## src/point_in_polygon_tester_assert.svh

```systemverilog
// Assertion macros shared by the point-in-polygon tester RTL.
`ifndef POINT_IN_POLYGON_TESTER_ASSERT_SVH
`define POINT_IN_POLYGON_TESTER_ASSERT_SVH

// Same-cycle implication, sampled on i_clk, off while i_rst_n is low.
`define PIP_ASSERT_HOLDS(label, ante, cons, msg) \
    label: assert property (@(posedge i_clk) disable iff (!i_rst_n) (ante) |-> (cons)) \
        else $error(msg);

// Next-cycle implication, sampled on i_clk, off while i_rst_n is low.
`define PIP_ASSERT_NEXT(label, ante, cons, msg) \
    label: assert property (@(posedge i_clk) disable iff (!i_rst_n) (ante) |=> (cons)) \
        else $error(msg);

`endif

```

## src/pip_pkg.sv

```systemverilog
// Shared constants, types and codes of the point-in-polygon tester.
package pip_pkg;

    localparam int MAX_VERTICES = 32;
    localparam int COORD_BITS   = 16;

    localparam int ADDR_W       = $clog2(MAX_VERTICES);
    localparam int CNT_W        = $clog2(MAX_VERTICES + 1);
    localparam int IDX_BITS     = 5;
    localparam int CNT_CFG_BITS = 6;
    localparam int RAD_BITS     = COORD_BITS - 1;
    localparam int CFG_IDX_W    = 2;

    localparam int ABS_W = COORD_BITS + 1;
    localparam int DIF_W = COORD_BITS + 2;
    localparam int PRD_W = 2 * DIF_W;
    localparam int DST_W = PRD_W + 1;
    localparam int RSQ_W = 2 * RAD_BITS;

    typedef logic signed [COORD_BITS-1:0] t_coord;
    typedef logic signed [ABS_W-1:0]      t_abs;
    typedef logic signed [DIF_W-1:0]      t_dif;
    typedef logic signed [PRD_W-1:0]      t_prd;
    typedef logic [DST_W-1:0]             t_dst;
    typedef logic [RSQ_W-1:0]             t_rsq;
    typedef logic [ADDR_W-1:0]            t_addr;
    typedef logic [CNT_W-1:0]             t_cnt;
    typedef logic [RAD_BITS-1:0]          t_radius;
    typedef logic [CNT_CFG_BITS-1:0]      t_count_cfg;

    localparam t_radius    RADIUS_RST = t_radius'(655);
    localparam t_rsq       RSQ_RST    = t_rsq'(655 * 655);
    localparam t_count_cfg COUNT_RST  = t_count_cfg'(16);

    localparam logic FUNC_WRITE = 1'b0;
    localparam logic FUNC_QUERY = 1'b1;

    typedef enum logic [CFG_IDX_W-1:0] {
        CFG_ORIGIN_X      = 2'd0,
        CFG_ORIGIN_Y      = 2'd1,
        CFG_VERTEX_RADIUS = 2'd2,
        CFG_VERTEX_COUNT  = 2'd3
    } t_cfg_reg;

    // Tag that travels with each vertex read through the edge unit.
    typedef struct packed {
        logic vld;
        logic prime;
        logic last;
    } t_tok;

    typedef struct packed {
        logic done;
        logic in_poly;
        logic near;
    } t_unit_status;

endpackage

```

## src/pip_edge_unit.sv

```systemverilog
// Shared edge/vertex unit: offsets, four products, crossing and radius tests, accumulation.
module pip_edge_unit (
    input  logic                  i_clk,
    input  logic                  i_rst_n,
    input  logic                  i_clear,
    input  pip_pkg::t_tok         i_tok,
    input  pip_pkg::t_coord       i_vx,
    input  pip_pkg::t_coord       i_vy,
    input  pip_pkg::t_coord       i_origin_x,
    input  pip_pkg::t_coord       i_origin_y,
    input  pip_pkg::t_coord       i_cx,
    input  pip_pkg::t_coord       i_cy,
    input  pip_pkg::t_rsq         i_radius_sq,
    output pip_pkg::t_unit_status o_status
);

    // stage A: absolute vertex and differences
    pip_pkg::t_abs xi;
    pip_pkg::t_abs yi;
    pip_pkg::t_abs cy_abs;
    pip_pkg::t_dif h;
    logic          spans;

    pip_pkg::t_abs r_xj;
    pip_pkg::t_abs r_yj;
    logic          r_a_vld;
    logic          r_a_last;
    logic          r_a_spans;
    logic          r_a_hneg;
    pip_pkg::t_dif r_dx;
    pip_pkg::t_dif r_dy;
    pip_pkg::t_dif r_ex;
    pip_pkg::t_dif r_h;

    // stage B: products
    logic          r_b_vld;
    logic          r_b_last;
    logic          r_b_spans;
    logic          r_b_hneg;
    pip_pkg::t_prd r_pdx2;
    pip_pkg::t_prd r_pdy2;
    pip_pkg::t_prd r_pa;
    pip_pkg::t_prd r_pb;

    // stage C: compare and accumulate
    pip_pkg::t_dst d2;
    logic          near_hit;
    logic          cross_hit;
    logic          r_inside;
    logic          r_near;
    logic          r_done;

    assign xi     = pip_pkg::t_abs'(i_origin_x) + pip_pkg::t_abs'(i_vx);
    assign yi     = pip_pkg::t_abs'(i_origin_y) + pip_pkg::t_abs'(i_vy);
    assign cy_abs = pip_pkg::t_abs'(i_cy);
    assign h      = pip_pkg::t_dif'(r_yj) - pip_pkg::t_dif'(yi);
    assign spans  = ((yi <= cy_abs) && (cy_abs < r_yj)) || ((r_yj <= cy_abs) && (cy_abs < yi));

    always_ff @(posedge i_clk) begin
        if (i_tok.vld) begin
            r_xj <= xi;
            r_yj <= yi;
        end
        r_dx      <= pip_pkg::t_dif'(i_cx) - pip_pkg::t_dif'(xi);
        r_dy      <= pip_pkg::t_dif'(i_cy) - pip_pkg::t_dif'(yi);
        r_ex      <= pip_pkg::t_dif'(r_xj) - pip_pkg::t_dif'(xi);
        r_h       <= h;
        r_a_spans <= spans;
        r_a_hneg  <= h[pip_pkg::DIF_W-1];
        r_a_last  <= i_tok.last;

        r_pdx2    <= r_dx * r_dx;
        r_pdy2    <= r_dy * r_dy;
        r_pa      <= r_dx * r_h;
        r_pb      <= r_ex * r_dy;
        r_b_spans <= r_a_spans;
        r_b_hneg  <= r_a_hneg;
        r_b_last  <= r_a_last;
    end

    // squares are never negative: reinterpret and widen
    assign d2 = pip_pkg::t_dst'($unsigned(r_pdx2)) + pip_pkg::t_dst'($unsigned(r_pdy2));
    assign near_hit  = d2 < pip_pkg::t_dst'(i_radius_sq);
    // edge height sign selects which side of the cross product must be smaller
    assign cross_hit = r_b_hneg ? (r_pb < r_pa) : (r_pa < r_pb);

    always_ff @(posedge i_clk) begin
        if (!i_rst_n) begin
            r_a_vld  <= 1'b0;
            r_b_vld  <= 1'b0;
            r_done   <= 1'b0;
            r_inside <= 1'b0;
            r_near   <= 1'b0;
        end else begin
            // the primer read only loads the previous vertex
            r_a_vld <= i_tok.vld && !i_tok.prime;
            r_b_vld <= r_a_vld;
            r_done  <= r_b_vld && r_b_last;
            if (i_clear) begin
                r_inside <= 1'b0;
                r_near   <= 1'b0;
            end else if (r_b_vld) begin
                r_inside <= r_inside ^ (r_b_spans && cross_hit);
                r_near   <= r_near | near_hit;
            end
        end
    end

    assign o_status = '{done: r_done, in_poly: r_inside, near: r_near};

endmodule

```

## config.mk

```make
export PLATFORM = sky130hd
export DESIGN_NAME = pip_edge_unit
export DESIGN_NICKNAME = d
export VERILOG_FILES = /design/src/point_in_polygon_tester_assert.svh /design/src/pip_pkg.sv /design/src/pip_edge_unit.sv
export SDC_FILE = /design/constraint.sdc
export NUM_CORES = 2
export LEC_CHECK = 0
export ABC_AREA = 0
export BUFFER_PORTS_ARGS = -buffer_cell sky130_fd_sc_hd__clkbuf_2
export CORE_MARGIN = 2
export CORE_UTILIZATION = 50
export DETAILED_ROUTE_END_ITERATION = 12
export PLACE_DENSITY = 0.66
export SLEW_MARGIN = 20
export SYNTH_ARGS = -nofsm -noshare
export SYNTH_HDL_FRONTEND = slang
export SYNTH_SLANG_ARGS = --single-unit
```

## constraint.sdc

```tcl
create_clock -name i_clk -period 8 [get_ports i_clk]
set_input_delay 1.6 -clock i_clk [delete_from_list [all_inputs] [get_ports i_clk]]
set_output_delay 1.6 -clock i_clk [all_outputs]
set_load 0.02 [all_outputs]
```

==> results.ini <==
[worst_setup_path]
cp.arrival_ps = 7760
r2r-start = r_dx[7]
rrSetupSlack_ps = 730
worstSetupPathType = reg2reg
required_ps = 8500
startpoint = r_dx[7]
worstSetupEndpointType = flip-flop
cp-start-kind = flip-flop
worstPathMaxFanout = 19

[cts]
cts.sinks = 258
cts_resized = 0
cts_root_buf = clkbuf_16
clock_latency_ps = 590
ctsHoldBuffers = 0
cts_buffers = 28
cts_setup_buffers = 0
clk_pin_slew_worst_paths_ps = 80
cts_tree = done
ctsHtreeMaxLevel = 1
cts_max_path_buffers = 3

[placed_design]
place_congestion = 0.9139
place_ws_ps = 834.3
place.port_buffers = 134
dpl.hpwl_mm = 120.8

[final_layout]
layout-drive-gt1-share_pct = 4.675
fill_cells = 10690
seqCellArea_um2 = 5505
final_nets = 8416
multi_input_area_um2 = 46540
post-route-util_pct = 53.18
area_growth_syn_to_layout_pct = 5.797

[synthesis]
syn_inst = 6368
synth_top_cell_area_share_pct = 42.37
ys.flop_type = dfxtp_1
synthTopCellsByArea = fa_1 42%, ha_1 13%, inv_1 11%
seq_area_frac_synth_pct = 9.313
yosysMostFrequentCell = inv_1
ys_ff_latch = 258
ys_types = 85
synth_top_area_cell = fa_1
synth_common_cells = 1689 x inv_1, 1251 x fa_1, 617 x ha_1
async_reset_ff_share_pct = 0
syn_area_um2 = 59110
yosysWarnings = 0
synth-edff-count = 34
synth_nets = 8368
syn_area_per_cell_um2 = 9.283

[min_path]
hp-class = reg2reg
hold_start = r_a_last

[detailed_routing]
first_pass_iters = 5
route.antenna.remaining_nets = 0
vias_per_cell = 5.151
drt_iter0_drc = 2329
drt_wl_total_mm = 143.3
drc = 0
routedWlPerCell_um = 17.97
vias = 41086

[die]
fp-row-count = 126
die_w_um = 347.8
coreArea_um2 = 117600
dieArea_um2 = 121000
die_h_um = 347.8
io-pin-count = 135
initial_core_util_pct = 50.26

[run]
maxCapViolCount = 0

[global_routing]
grt_pass1_vias = 44732
grt_usage_pct = 24.81
grt_pass1_wl_mm = 237.4
grt_antenna_before_repair = 9
grt-ovfl-total = 0
grt_max_degree = 43

[status]
status = finished clean

[sta]
timing_hold_violations_final = 0
finalMaxSlewViolations = 0
slew-limit-headroom_pct = 24.09
post-route-period-util_pct = 90.84
post-route-min-period_ps = 7267
clock_skew_ps = 20.72
fmax_mhz = 137.6
setup_viol = 0
timing.final.ws_setup_ps = 733.2
grt_setup_unrepaired = no
tightest_slew_ps = 1137
finalSetupTns_ps = 0

state kept, by name, indices dropped and copies added, names as in the netlist, 18 cells and up:
register / cells
r_pa: 36
r_pb: 36
r_pdx2: 35
r_pdy2: 35
r_dx: 18
r_dy: 18
r_ex: 18
worst max-delay path: stages, from the launching register on:
cell and delay (ps):
dfxtp_1 1080, and2_1 290, inv_1 70, fa_1 480, fa_1 460, fa_1 520
fa_1 560, inv_1 50, fa_1 480, inv_1 50, fa_1 490, inv_1 50
ha_1 190, or3_1 390, nor4_1 360, o21ai_1 190, a2111oi_2 410, o31ai_1 210
a31oi_1 370, o21bai_1 140, a21boi_1 200, xnor2_1 140
cell families after synthesis:
kind of cell	Yosys count	share of synthesized area (%)
flops	258	9.313
simple gates	1459	12.07
fa+ha+maj	1868	55.43
xor+xnor	274	4.060
mux	9	0.1545
compound gates	621	7.023
buf+inv	1879	11.95
layout make-up:
cell class	count	share of cell area (%)
Multi-Input combinational cell	4231	74.42
Inverter	1689	10.14
Sequential cell	258	8.803
Tap cell	1536	3.073
Timing Repair Buffer	208	1.961
Clock buffer	36	1.300
Clock inverter	16	0.2961
Antenna cell	2	0.008003
metal layers:
metal / global-route usage (%) / vias up / wire (um)
met5: 0 / - / 0
met4: 4.329 / 0 / 2594
met3: 3.329 / 147 / 8716
met2: 41.50 / 1022 / 67740
met1: 34.91 / 20767 / 64250
li1: - / 19150 / -
layout by cell type (no fill, tap or decap), types with 17 or more instances in the layout:
cell type,n
fa_1,1251
a211oi_1,20
a31oi_1,25
xor2_1,66
nand2b_1,35
dfxtp_1,224
nor2_1,202
ha_1,617
edfxtp_1,34
o21ai_0,81
clkbuf_16,30
o21bai_1,28
buf_4,74
xnor2_1,208
nor2b_1,39
o21a_1,43
a21o_1,105
and3_1,19
a21oi_1,181
nand3_1,40
clkbuf_2,133
nand4_1,27
inv_1,1689
o21ai_1,18
and2_1,426
nand2_1,567
nor3_1,45
or3_1,17
through the flow:
stage               std cells  hold slack [ps]  instance area (um2)
floorplan                6368            309.6                59110
global placement         7922            316.4                61540
detailed placement       7922            321.4                61540
CTS                      7974            329.9                62540
global route             7974            338.9                62540
finish                   7976            330.3                62540
path summary, 6_finish.rpt:
path / depth (start not counted) / end
worst max register to register: 21 / r_pdx2[33]
worst min-delay path: 0 / r_b_last
worst min register to register: 0 / r_b_last
worst max-delay path: 21 / r_pdx2[33]
Power is left out: the tool's default activity adds up to more than one toggle a clock period on the data nets, which glitch-free logic cannot reach.
